**src/hw/rtl/wstc_pkg.sv**
```systemverilog
package wstc_pkg;

  // Field widths
  localparam int SPEED_W  = 16;
  localparam int RPM_W    = 16;
  localparam int TRQ_W    = 16;
  localparam int LIMIT_W  = 12;
  localparam int GAIN_W   = 16;
  localparam int RADIUS_W = 10;
  localparam int CFG_IDX_W  = 2;
  localparam int CFG_DATA_W = 16;

  // Fixed-point constants
  localparam logic [SPEED_W-1:0]  SPEED_FLOOR_MM_S = 16'd500;
  localparam logic [20:0]         OMEGA_K_Q24      = 21'd1756906;  // 2*pi/60 in Q24
  localparam logic signed [16:0]  HYST_Q12         = 17'sd123;     // 0.03 in Q12
  localparam logic signed [17:0]  SLIP_MIN_Q12     = -18'sd4096;   // -1.0
  localparam logic signed [17:0]  SLIP_MAX_Q12     = 18'sd32768;   // +8.0
  localparam logic [32:0]         ONE_Q20          = 33'd1048576;

  // Shared divider: 16 quotient bits per run
  localparam int DIV_STEPS = 16;
  localparam int CNT_W     = $clog2(DIV_STEPS);

  // Register reset values
  localparam logic [LIMIT_W-1:0]  SLIP_LIMIT_RST   = 12'd492;
  localparam logic [GAIN_W-1:0]   CUT_GAIN_RST     = 16'd3072;
  localparam logic [RADIUS_W-1:0] WHEEL_RADIUS_RST = 10'd230;

  typedef enum logic [CFG_IDX_W-1:0] {
    REG_SLIP_LIMIT   = 2'd0,
    REG_CUT_GAIN     = 2'd1,
    REG_WHEEL_RADIUS = 2'd2
  } reg_index_t;

  typedef struct packed {
    logic        [SPEED_W-1:0] vehicle_speed_mm_s;
    logic signed [RPM_W-1:0]   left_wheel_rpm;
    logic signed [RPM_W-1:0]   right_wheel_rpm;
    logic signed [TRQ_W-1:0]   left_torque_in;
    logic signed [TRQ_W-1:0]   right_torque_in;
  } in_word_t;

  typedef struct packed {
    logic signed [TRQ_W-1:0] left_torque_out;
    logic signed [TRQ_W-1:0] right_torque_out;
    logic                    left_cut_flag;
    logic                    right_cut_flag;
  } out_word_t;

  typedef struct packed {
    logic [LIMIT_W-1:0]  slip_limit_q12;
    logic [GAIN_W-1:0]   cut_gain_q8;
    logic [RADIUS_W-1:0] wheel_radius_mm;
  } cfg_t;

  // Controller to datapath commands
  typedef struct packed {
    logic load;        // capture input word
    logic mul_radius;  // rpm * radius
    logic mul_omega;   // * 2*pi/60
    logic slip_setup;  // form numerator, load divider
    logic div_step;    // one restoring divide step
    logic slip_done;   // clamp slip, update flag
    logic mul_gain;    // gain * excess slip
    logic trq_setup;   // load divider for torque cut
    logic out_load;    // move result into output register
  } dp_cmd_t;

endpackage

```
**src/hw/rtl/wstc_lane.sv**
```systemverilog
module wstc_lane (
  input  logic                            clk,
  input  logic                            rst,
  input  wstc_pkg::dp_cmd_t               cmd,
  input  wstc_pkg::cfg_t                  cfg,
  input  logic        [wstc_pkg::SPEED_W-1:0] speed_mm_s,
  input  logic signed [wstc_pkg::RPM_W-1:0]   wheel_rpm,
  input  logic signed [wstc_pkg::TRQ_W-1:0]   torque_in,
  output logic signed [wstc_pkg::TRQ_W-1:0]   torque_out,
  output logic                            cut_flag
);
  import wstc_pkg::*;

  logic        [SPEED_W-1:0] v;
  logic signed [RPM_W-1:0]   rpm;
  logic signed [TRQ_W-1:0]   trq;
  logic signed [26:0]        p1;
  logic signed [48:0]        p2;
  logic                      neg;
  logic                      sat;
  logic [47:0]               r;
  logic [47:0]               ds;
  logic [DIV_STEPS-1:0]      q;
  logic signed [16:0]        slip;
  logic                      cut;
  logic [31:0]               gp;
  logic                      flag;

  logic signed [48:0] num;
  logic signed [48:0] num_neg;
  logic [47:0]        mag;
  logic [48:0]        diff;
  logic signed [17:0] qs;
  logic signed [17:0] sq;
  logic signed [17:0] slip_sat;
  logic signed [16:0] slip_next;
  logic signed [16:0] lim17;
  logic signed [16:0] lo17;
  logic signed [16:0] excess;
  logic [32:0]        den;
  logic               over;
  logic               under;

  // Slip numerator: wheel speed Q24 minus vehicle speed Q24
  assign num     = p2 - $signed({9'b0, v, 24'b0});
  assign num_neg = -num;
  assign mag     = num[48] ? num_neg[47:0] : num[47:0];

  // Restoring divide step
  assign diff = {1'b0, r} - {1'b0, ds};

  // Signed, saturated slip from quotient magnitude
  assign qs = $signed({2'b0, q});
  assign sq = neg ? -qs : qs;
  always_comb begin
    if (sat) begin
      slip_sat = neg ? SLIP_MIN_Q12 : SLIP_MAX_Q12;
    end else if (sq < SLIP_MIN_Q12) begin
      slip_sat = SLIP_MIN_Q12;
    end else if (sq > SLIP_MAX_Q12) begin
      slip_sat = SLIP_MAX_Q12;
    end else begin
      slip_sat = sq;
    end
  end
  assign slip_next = slip_sat[16:0];

  // Hysteresis thresholds
  assign lim17  = $signed({5'b0, cfg.slip_limit_q12});
  assign lo17   = lim17 - HYST_Q12;
  assign over   = slip_next > lim17;
  assign under  = slip_next < lo17;
  assign excess = slip - lim17;
  assign den    = ONE_Q20 + {1'b0, gp};

  // Datapath registers
  always_ff @(posedge clk) begin
    if (cmd.load) begin
      v   <= (speed_mm_s < SPEED_FLOOR_MM_S) ? SPEED_FLOOR_MM_S : speed_mm_s;
      rpm <= wheel_rpm;
      trq <= torque_in;
    end
    if (cmd.mul_radius) begin
      p1 <= rpm * $signed({1'b0, cfg.wheel_radius_mm});
    end
    if (cmd.mul_omega) begin
      p2 <= p1 * $signed({1'b0, OMEGA_K_Q24});
    end
    if (cmd.slip_setup) begin
      neg <= num[48];
      sat <= mag >= {4'b0, v, 28'b0};
      r   <= mag;
      ds  <= {5'b0, v, 27'b0};
      q   <= '0;
    end
    if (cmd.trq_setup) begin
      r  <= {13'b0, trq[TRQ_W-2:0], 20'b0};
      ds <= {den, 15'b0};
      q  <= '0;
    end
    if (cmd.div_step) begin
      if (!diff[48]) begin
        r <= diff[47:0];
      end
      q  <= {q[DIV_STEPS-2:0], !diff[48]};
      ds <= {1'b0, ds[47:1]};
    end
    if (cmd.slip_done) begin
      slip <= slip_next;
      cut  <= over && !trq[TRQ_W-1] && (trq != '0);
    end
    if (cmd.mul_gain) begin
      gp <= cfg.cut_gain_q8 * excess[15:0];
    end
  end

  // Hysteresis flag
  always_ff @(posedge clk) begin
    if (rst) begin
      flag <= 1'b0;
    end else if (cmd.slip_done) begin
      if (over) begin
        flag <= 1'b1;
      end else if (under) begin
        flag <= 1'b0;
      end
    end
  end

  assign torque_out = cut ? $signed({1'b0, q[TRQ_W-2:0]}) : trq;
  assign cut_flag   = flag;

endmodule

```
**src/hw/rtl/wstc_ctrl.sv**
```systemverilog
module wstc_ctrl (
  input  logic              clk,
  input  logic              rst,
  input  logic              in_valid,
  output logic              in_stall,
  output logic              out_valid,
  input  logic              out_stall,
  output wstc_pkg::dp_cmd_t cmd
);
  import wstc_pkg::*;

  typedef enum logic [9:0] {
    S_IDLE    = 10'b00_0000_0001,
    S_MUL1    = 10'b00_0000_0010,
    S_MUL2    = 10'b00_0000_0100,
    S_SSETUP  = 10'b00_0000_1000,
    S_SDIV    = 10'b00_0001_0000,
    S_SLIP    = 10'b00_0010_0000,
    S_GMUL    = 10'b00_0100_0000,
    S_TSETUP  = 10'b00_1000_0000,
    S_TDIV    = 10'b01_0000_0000,
    S_OUT     = 10'b10_0000_0000
  } state_t;

  state_t           state;
  state_t           state_next;
  logic [CNT_W-1:0] cnt;
  logic             out_free;

  assign out_free = !out_valid || !out_stall;
  assign in_stall = (state != S_IDLE);

  // Next state and commands
  always_comb begin
    state_next = state;
    cmd        = '0;
    case (state)
      S_IDLE: begin
        if (in_valid) begin
          cmd.load   = 1'b1;
          state_next = S_MUL1;
        end
      end
      S_MUL1: begin
        cmd.mul_radius = 1'b1;
        state_next     = S_MUL2;
      end
      S_MUL2: begin
        cmd.mul_omega = 1'b1;
        state_next    = S_SSETUP;
      end
      S_SSETUP: begin
        cmd.slip_setup = 1'b1;
        state_next     = S_SDIV;
      end
      S_SDIV: begin
        cmd.div_step = 1'b1;
        if (cnt == '0) begin
          state_next = S_SLIP;
        end
      end
      S_SLIP: begin
        cmd.slip_done = 1'b1;
        state_next    = S_GMUL;
      end
      S_GMUL: begin
        cmd.mul_gain = 1'b1;
        state_next   = S_TSETUP;
      end
      S_TSETUP: begin
        cmd.trq_setup = 1'b1;
        state_next    = S_TDIV;
      end
      S_TDIV: begin
        cmd.div_step = 1'b1;
        if (cnt == '0) begin
          state_next = S_OUT;
        end
      end
      S_OUT: begin
        if (out_free) begin
          cmd.out_load = 1'b1;
          state_next   = S_IDLE;
        end
      end
      default: begin
        state_next = S_IDLE;
      end
    endcase
  end

  // Advance state
  always_ff @(posedge clk) begin
    if (rst) begin
      state <= S_IDLE;
    end else begin
      state <= state_next;
    end
  end

  // Count divide steps
  always_ff @(posedge clk) begin
    if (rst) begin
      cnt <= '0;
    end else if (cmd.slip_setup || cmd.trq_setup) begin
      cnt <= CNT_W'(DIV_STEPS - 1);
    end else if (cmd.div_step) begin
      cnt <= cnt - 1'b1;
    end
  end

  // Hold the output word until taken
  always_ff @(posedge clk) begin
    if (rst) begin
      out_valid <= 1'b0;
    end else if (cmd.out_load) begin
      out_valid <= 1'b1;
    end else if (!out_stall) begin
      out_valid <= 1'b0;
    end
  end

endmodule

```
**src/hw/rtl/wheel_slip_torque_cut.sv**
```systemverilog
// Rear-axle slip-ratio traction control. Each input word carries vehicle speed,
// both rear wheel speeds and the requested rear torques; each produces exactly
// one output word with the attenuated torques and the two hysteresis flags.
// Both wheels run in parallel lanes, and each lane has one restoring divider
// that is used twice per word: 16 steps for the slip ratio and 16 steps for the
// torque cut. With the setup and multiply steps, in_stall stays high from the
// acceptance of a word until its result is loaded into the output register,
// so no new word is taken while one is in flight; a stalled output word holds
// the block in its final step until the previous word is taken. Registers
// must be written through the wr_en/wr_index/wr_data port only while no word
// is in flight; the block does not enforce this. Unknown indexes are ignored.
module wheel_slip_torque_cut (
  input  logic                                clk,
  input  logic                                rst,
  input  logic                                in_valid,
  output logic                                in_stall,
  input  wstc_pkg::in_word_t                  in_word,
  output logic                                out_valid,
  input  logic                                out_stall,
  output wstc_pkg::out_word_t                 out_word,
  input  logic                                wr_en,
  input  logic [wstc_pkg::CFG_IDX_W-1:0]      wr_index,
  input  logic [wstc_pkg::CFG_DATA_W-1:0]     wr_data
);
  import wstc_pkg::*;

  cfg_t                    cfg;
  dp_cmd_t                 cmd;
  logic signed [TRQ_W-1:0] left_trq;
  logic signed [TRQ_W-1:0] right_trq;
  logic                    left_flag;
  logic                    right_flag;

  // Configuration registers
  always_ff @(posedge clk) begin
    if (rst) begin
      cfg.slip_limit_q12  <= SLIP_LIMIT_RST;
      cfg.cut_gain_q8     <= CUT_GAIN_RST;
      cfg.wheel_radius_mm <= WHEEL_RADIUS_RST;
    end else if (wr_en) begin
      case (wr_index)
        REG_SLIP_LIMIT:   cfg.slip_limit_q12  <= wr_data[LIMIT_W-1:0];
        REG_CUT_GAIN:     cfg.cut_gain_q8     <= wr_data[GAIN_W-1:0];
        REG_WHEEL_RADIUS: cfg.wheel_radius_mm <= wr_data[RADIUS_W-1:0];
        default: begin
        end
      endcase
    end
  end

  wstc_ctrl u_ctrl (
    .clk       (clk),
    .rst       (rst),
    .in_valid  (in_valid),
    .in_stall  (in_stall),
    .out_valid (out_valid),
    .out_stall (out_stall),
    .cmd       (cmd)
  );

  wstc_lane u_left (
    .clk        (clk),
    .rst        (rst),
    .cmd        (cmd),
    .cfg        (cfg),
    .speed_mm_s (in_word.vehicle_speed_mm_s),
    .wheel_rpm  (in_word.left_wheel_rpm),
    .torque_in  (in_word.left_torque_in),
    .torque_out (left_trq),
    .cut_flag   (left_flag)
  );

  wstc_lane u_right (
    .clk        (clk),
    .rst        (rst),
    .cmd        (cmd),
    .cfg        (cfg),
    .speed_mm_s (in_word.vehicle_speed_mm_s),
    .wheel_rpm  (in_word.right_wheel_rpm),
    .torque_in  (in_word.right_torque_in),
    .torque_out (right_trq),
    .cut_flag   (right_flag)
  );

  // Output register
  always_ff @(posedge clk) begin
    if (cmd.out_load) begin
      out_word.left_torque_out  <= left_trq;
      out_word.right_torque_out <= right_trq;
      out_word.left_cut_flag    <= left_flag;
      out_word.right_cut_flag   <= right_flag;
    end
  end

  // An accepted word keeps the block busy on the next cycle
  a_busy_after_accept: assert property (@(posedge clk) disable iff (rst)
    (in_valid && !in_stall) |=> in_stall)
    else $error("input taken while a word is in flight");

  // A new output word appears only as the controller returns to idle
  a_idle_on_result: assert property (@(posedge clk) disable iff (rst)
    $rose(out_valid) |-> !in_stall)
    else $error("output word raised while controller still busy");

  // A new output word always follows a busy period
  a_result_after_work: assert property (@(posedge clk) disable iff (rst)
    $rose(out_valid) |-> $past(in_stall))
    else $error("output word raised without work in progress");

endmodule

```
**config.mk**
```make
export PLATFORM = sky130hd
export DESIGN_NAME = wheel_slip_torque_cut
export DESIGN_NICKNAME = d
export VERILOG_FILES = /design/src/hw/rtl/wstc_pkg.sv /design/src/hw/rtl/wstc_lane.sv /design/src/hw/rtl/wstc_ctrl.sv /design/src/hw/rtl/wheel_slip_torque_cut.sv
export SDC_FILE = /design/constraint.sdc
export NUM_CORES = 2
export LEC_CHECK = 0
export ABC_AREA = 1
export ABC_CLOCK_PERIOD_IN_PS = 8600
export BUFFER_PORTS_ARGS = -buffer_cell sky130_fd_sc_hd__buf_2
export CAP_MARGIN = 40
export CELL_PAD_IN_SITES_DETAIL_PLACEMENT = 0
export CELL_PAD_IN_SITES_GLOBAL_PLACEMENT = 2
export CORE_UTILIZATION = 30
export CTS_CLUSTER_SIZE = 14
export DETAILED_ROUTE_END_ITERATION = 6
export PLACE_DENSITY = 0.6
export SLEW_MARGIN = 20
export SYNTH_ARGS = -nofsm -noshare
export SYNTH_HDL_FRONTEND = slang
export SYNTH_SLANG_ARGS = --single-unit
```
**constraint.sdc**
```tcl
create_clock -name clk -period 8.6 [get_ports clk]
set_input_delay 2.15 -clock clk [delete_from_list [all_inputs] [get_ports clk]]
set_output_delay 2.15 -clock clk [all_outputs]
set_load 0.03 [all_outputs]
```
== Word level (Yosys, flattened, before mapping) ==
Cells that the tools add are included.
Storage, ports and cells
  output and inout bits: 36
  bits in registers: 645
  input bits: 103
Cells by class
  reduce and logical (&&, ||, !) cells: 28
  muxes and demuxes: 55
  multipliers: 6
  equal/unequal tests: 18
  $lt $le $gt $ge: 11
  $add $sub $neg: 14
Operators by type and width (count)
  2-to-1 mux 48 bit: 13
  2-to-1 mux 17 bit: 8
  one-hot mux 10 bit (10 select lines): 1
  subtractor 48 x 48 -> 49 bit: 2
  subtractor 49 x 41 -> 49 bit: 2
  >= comparator 48 x 44 -> 1 bit: 2
  multiplier 27 x 21 -> 48 bit, second input constant: 2
  negation 48 bit: 2
  2-to-1 mux 47 bit: 2
  adder 21 x 32 -> 33 bit, first input constant: 2
  multiplier 16 x 16 -> 32 bit: 2
  2-to-1 mux 16 bit: 4
  multiplier 16 x 11 -> 27 bit: 2
  2-to-1 mux 10 bit: 4
  greater-than comparator 18 x 17 -> 1 bit, second input constant: 2
  < comparator 18 x 13 -> 1 bit, second input constant: 2
  2-to-1 mux 18 bit: 2
  negation 16 -> 18 bit: 2
  greater-than comparator 17 x 13 -> 1 bit: 2
  < comparator 17 x 13 -> 1 bit: 2
  nonzero test 16 bit: 2
  subtractor 16 x 13 -> 16 bit: 2
  2-to-1 mux 15 bit: 2
  2-to-1 mux 1 bit: 17
  other kinds (29): 49

== Longest topological paths before layout ==
  word-level depth: 9
  gate-level depth with buffers: 37

== Modules after synthesis ==
Synthesis repeated with hierarchy kept, for this count alone.
Unflattened totals
  cell total of the unflattened synthesis: 11458
  area, all modules: 94022.7 um2
Modules (own cells, without submodules)
  wstc_lane at u_left: cells each 5611, instances 1, area each 45456.1 um2, sequential area each 8117.8 um2
  wstc_lane at u_right: cells each 5456, instances 1, area each 45070.7 um2, sequential area each 8117.8 um2
  wheel_slip_torque_cut: cells each 258, instances 1, area each 2571.2 um2, sequential area each 1781.7 um2
  wstc_ctrl: cells each 133, instances 1, area each 924.6 um2, sequential area each 300.3 um2

== Worst setup path after synthesis ==
OpenSTA, ideal clock, no wires.
  path type: register to register
  start: reg cfg[30] (netlist name)
  end: reg u_right.gp[28], data pin
  path buffers: 1
  cell stages (with the launch flop): 35
  arrival: 6.807 ns
  path slack: 1.530 ns
  setup time: 0.262 ns
  data required time: 8.338 ns
  cells stage by stage: dfxtp_1 -> inv_1 -> ha_1 -> inv_1 -> nor3_1 -> a21oi_1 -> or2_1 -> nand2_1 -> a21oi_1 -> or2_1 -> nand2_1 -> nand2_1 -> nand2_1 -> nand2_1 -> a21o_1 -> nand2_1 -> buf_2 -> nor2_1 -> fa_1 -> fa_1 -> fa_1 -> fa_1 -> fa_1 -> inv_1 -> fa_1 -> inv_1 -> ha_1 -> nand2_1 -> nor2_1 -> nand2_1 -> o21ai_0 -> a21oi_1 -> o21ai_0 -> a21oi_1 -> xor2_1
Between the ends
  longest elaborated chain between the ends: 2
RTL lines
  subtractor 16 x 13 -> 16 bit: line wstc_lane.sv:73  | assign excess = slip - lim17;
  multiplier 16 x 16 -> 32 bit: line wstc_lane.sv:113  | gp <= cfg.cut_gain_q8 * excess[15:0];
  end signal, assigned: line wstc_lane.sv:113
  end, declared: line wstc_lane.sv:26  | logic [31:0] gp;
Every way passes these cells.
A chain may end at the register's enable or synchronous reset.

== Worst setup path after layout ==
  start: reg cfg[27] (netlist name)
  end: reg u_left.gp[26], data pin
Between the ends
  longest elaborated chain between the ends: 2
RTL lines (line)
  subtractor 16 x 13 -> 16 bit: wstc_lane.sv:73
  multiplier 16 x 16 -> 32 bit: wstc_lane.sv:113
  end signal, assigned: wstc_lane.sv:113
  end, declared: wstc_lane.sv:26
Every way passes these cells.

==> impl_results.md <==
* Global-route usage over all layers at 0.214
* Number of cells traversed by the worst register-to-register path at 34
* Synth top area cells: fa_1 (28%), edfxtp_1 (16%), ha_1 (13%), inv_1 (11%), nand2_1 (8.3%)
* Number of CTS-inserted buffers at 94
* Proportion of layout cells with a drive suffix above 1 at 0.0497
* CP max-delay cell: fa_1
* Synth Area per Inst at 8.33 um^2
* Delay of the slowest cell on the worst path at 500 ps
* Die boundary height at 555 um
* Worst Setup End Kind: flop
* Final worst clock skew at 111 ps
* Maximum clock frequency at 123 MHz
* Setup crit start kind: flop
* Number of library cell types mapped by synthesis at 76
* Met2 routed WL at 157000 um
* Clock transition at path regs at 70 ps
* Effective utilization at floorplan at 0.302
* Number of routed nets with antenna violations at 0
* Number of antenna violations at the first check in global routing at 12
* Aggregate global routing overflow at 0
* Tightest Pin Transition at 864 ps
* Register-to-register path setup slack at 450 ps
* Routed vias/inst at 4.70
* Fill count at 32.1k
* Routed length on met3 at 9800 um
* Stages on worst setup path at 34
* Required time at the endpoint of the critical path at 9160 ps
* Met1 Wirelength at 154000 um
* Largest net degree at the start of global routing at 63
* Via Count at 71.3k
* Post-synthesis net count at 13.3k
* Detailed-router iteration count before antenna repair at 6
* Final hold violation count at 0
* Data arrival time of the critical path at 8710 ps
* Most numerous cell in the Yosys netlist: inv_1
* Max H-tree Level at 3
* Post-synthesis instance area at 91700 um^2
* YS warnings at 0
* DRC marker count from the first detailed-route iteration at 4077
* Origin of the critical flop-to-flop path: cfg[27]$_SDFFE_PP0P_
* Placed cell count at 15.0k
* Buffers inserted during post-CTS setup optimization at 0
* Uppermost metal layer occupied by signal nets: met5
* Predominant post-synthesis flop cell: edfxtp_1
* Category of the most critical setup path: reg2reg
* Most prevalent standard cell on the critical path: fa_1
* Number of synthesized flops with an enable pin at 492
* Top-level port count at 139
* Clk sink count at 645
* Worst-skew pair later-pin latency at 860 ps
* Post-synthesis sequential area ratio at 0.195
* Via count of the first global-routing pass at 75.6k
* DR WL/cell at 21.6 um
* Max-slew headroom at 0.423
* Period Utilization, post-route at 0.947
* Global-route wire length before repair at 493000 um
* Critical path's top delay family: adder cells
* Die Footprint at 308000 um^2
* Most frequent cells after synthesis: inv_1 (2567), nand2_1 (2025), fa_1 (1260)
* Total negative slack at 0 ps
* Standard-cell row count at 202
* CP Buf/Inv Count at 8
* DRC errors left at 0
* Horizontal die dimension at 555 um
* Half-perimeter wire length after detailed placement at 278000 um
* Type of the worst min-delay path: reg2reg
* Post-route cell area at 101000 um^2
* #FFs+latches synth at 645
* Number of instances in the synthesized netlist at 11.0k
* Minimum period implied by the final worst setup slack at 8150 ps
* Startpoint of the worst setup timing path: cfg[27]$_SDFFE_PP0P_
* Critical R2R Capture: u_left.gp[26]$_DFFE_PP_
* Final count of negative-setup-slack endpoints at 0
* Non-filler cells, final at 15.2k
* Routability congestion estimate at 0.884
* Clock Root Buffer: clkbuf_16
* Cell taking the most area after synthesis: fa_1
* Placeable core area at 303000 um^2
* Maximum root-to-sink buffer count at 4
* Wire length after detailed routing at 329000 um
* Final nets at 13.4k
* Post-synthesis async set-or-reset flop share at 0
* Final design utilization at 0.332
* Peak fanout along the critical path at 10
* Crit path to: u_left.gp[26]$_DFFE_PP_
* Post-CTS resize count at 0
* Synthesis-to-finish area growth at 9.72%
* Number of max-cap violations at 0
* Port bufs at 138
* Final Max Slew Viols at 0
* Status: completed
* Yosys top cell area share at 0.275
* Number of hold buffers added after cts at 0
* Dpl cell area at 97500 um^2
* CTS tree: built
* RSZ-0062 raised after global routing: no
## final cells by class
type	count	area [um^2]	share of cell area
Timing Repair Buffer	275	1930	0.0192
Sequential cell	645	17800	0.177
Antenna cell	3	7.51	0.0000746
Tap cell	3978	4980	0.0495
Inverter	2603	9780	0.0972
Multi-Input combinational cell	7507	63100	0.627
Clock buffer	111	2430	0.0241
Clock inverter	59	524	0.00521
## cell families (layout without fill, tap and decap cells)
| group | after synthesis | after routing | share of synthesized area |
|---|---|---|---|
| AND/OR/NAND/NOR | 3486 | 3486 | 0.156 |
| multiplexers | 6 | 6 | 0.000682 |
| flip-flops | 645 | 645 | 0.195 |
| AO/OA/AOI/OAI | 1366 | 1366 | 0.0842 |
| adder cells (fa/ha/maj) | 2208 | 2208 | 0.405 |
| XOR/XNOR | 441 | 441 | 0.0424 |
| other | 0 | 3 | 0 |
| buffers and inverters | 2851 | 3048 | 0.118 |
## sequential cells by signal, indices dropped and copies added, names as in the netlist, 27 cells and up
signal and count:
out_word 34, u_left.ds 48, u_left.r 48, u_left.p1 27, u_right.p2 48, u_right.ds 48, u_right.r 48, u_left.p2 48
u_left.gp 32, u_right.gp 32, u_right.p1 27, cfg 38
## how the worst min path moves through the flow
| stage | start | to | slack [ps] | depth (start not counted) |
|---|---|---|---|---|
| after detailed placement | u_left.cut_flag$_SDFFE_PP0P_ | out_word[1]$_DFFE_PP_ | 430 | 0 |
| after global routing | u_left.cut_flag$_SDFFE_PP0P_ | out_word[1]$_DFFE_PP_ | 460 | 0 |
| after floorplan | u_right.cut_flag$_SDFFE_PP0P_ | out_word[0]$_DFFE_PP_ | 400 | 0 |
| after CTS | u_left.cut_flag$_SDFFE_PP0P_ | out_word[1]$_DFFE_PP_ | 450 | 0 |
| after global placement | u_left.cut_flag$_SDFFE_PP0P_ | out_word[1]$_DFFE_PP_ | 450 | 0 |
| final | u_left.cut_flag$_SDFFE_PP0P_ | out_word[1]$_DFFE_PP_ | 440 | 0 |
## routing by layer
layer  vias up  GRT usage
met2      1161      0.366
li1      34400          -
met3       268     0.0169
met4         6     0.0483
met5         -          0
met1     35500      0.292
## cell usage in the layout (no fill, tap or decap), types with 19 or more instances in the layout
cell type	count
a21o_1	26
a21oi_1	545
a31oi_1	89
buf_2	139
buf_4	120
clkbuf_16	94
clkinv_1	30
clkinv_2	19
dfxtp_1	149
edfxtp_1	492
fa_1	1260
ha_1	948
inv_1	2565
inv_2	20
nand2_1	2024
nand3_1	277
nand3b_1	20
nand4_1	81
nor2_1	865
nor3_1	80
nor4_1	31
o211ai_1	34
o21a_1	36
o21ai_0	414
o21ai_1	56
o21bai_1	30
or2_2	44
xnor2_1	149
xor2_1	289
## stage by stage
step           worst slack [ps]  hold slack, ps
2_1_floorplan              1530             402
3_3_place_gp                359             448
3_5_place_dp                377             431
4_1_cts                     367             446
5_1_grt                    3.18             460
6_report                    452             444
Power is left out: the tool's default activity adds up to more than one toggle a clock period on the data nets, which glitch-free logic cannot reach.
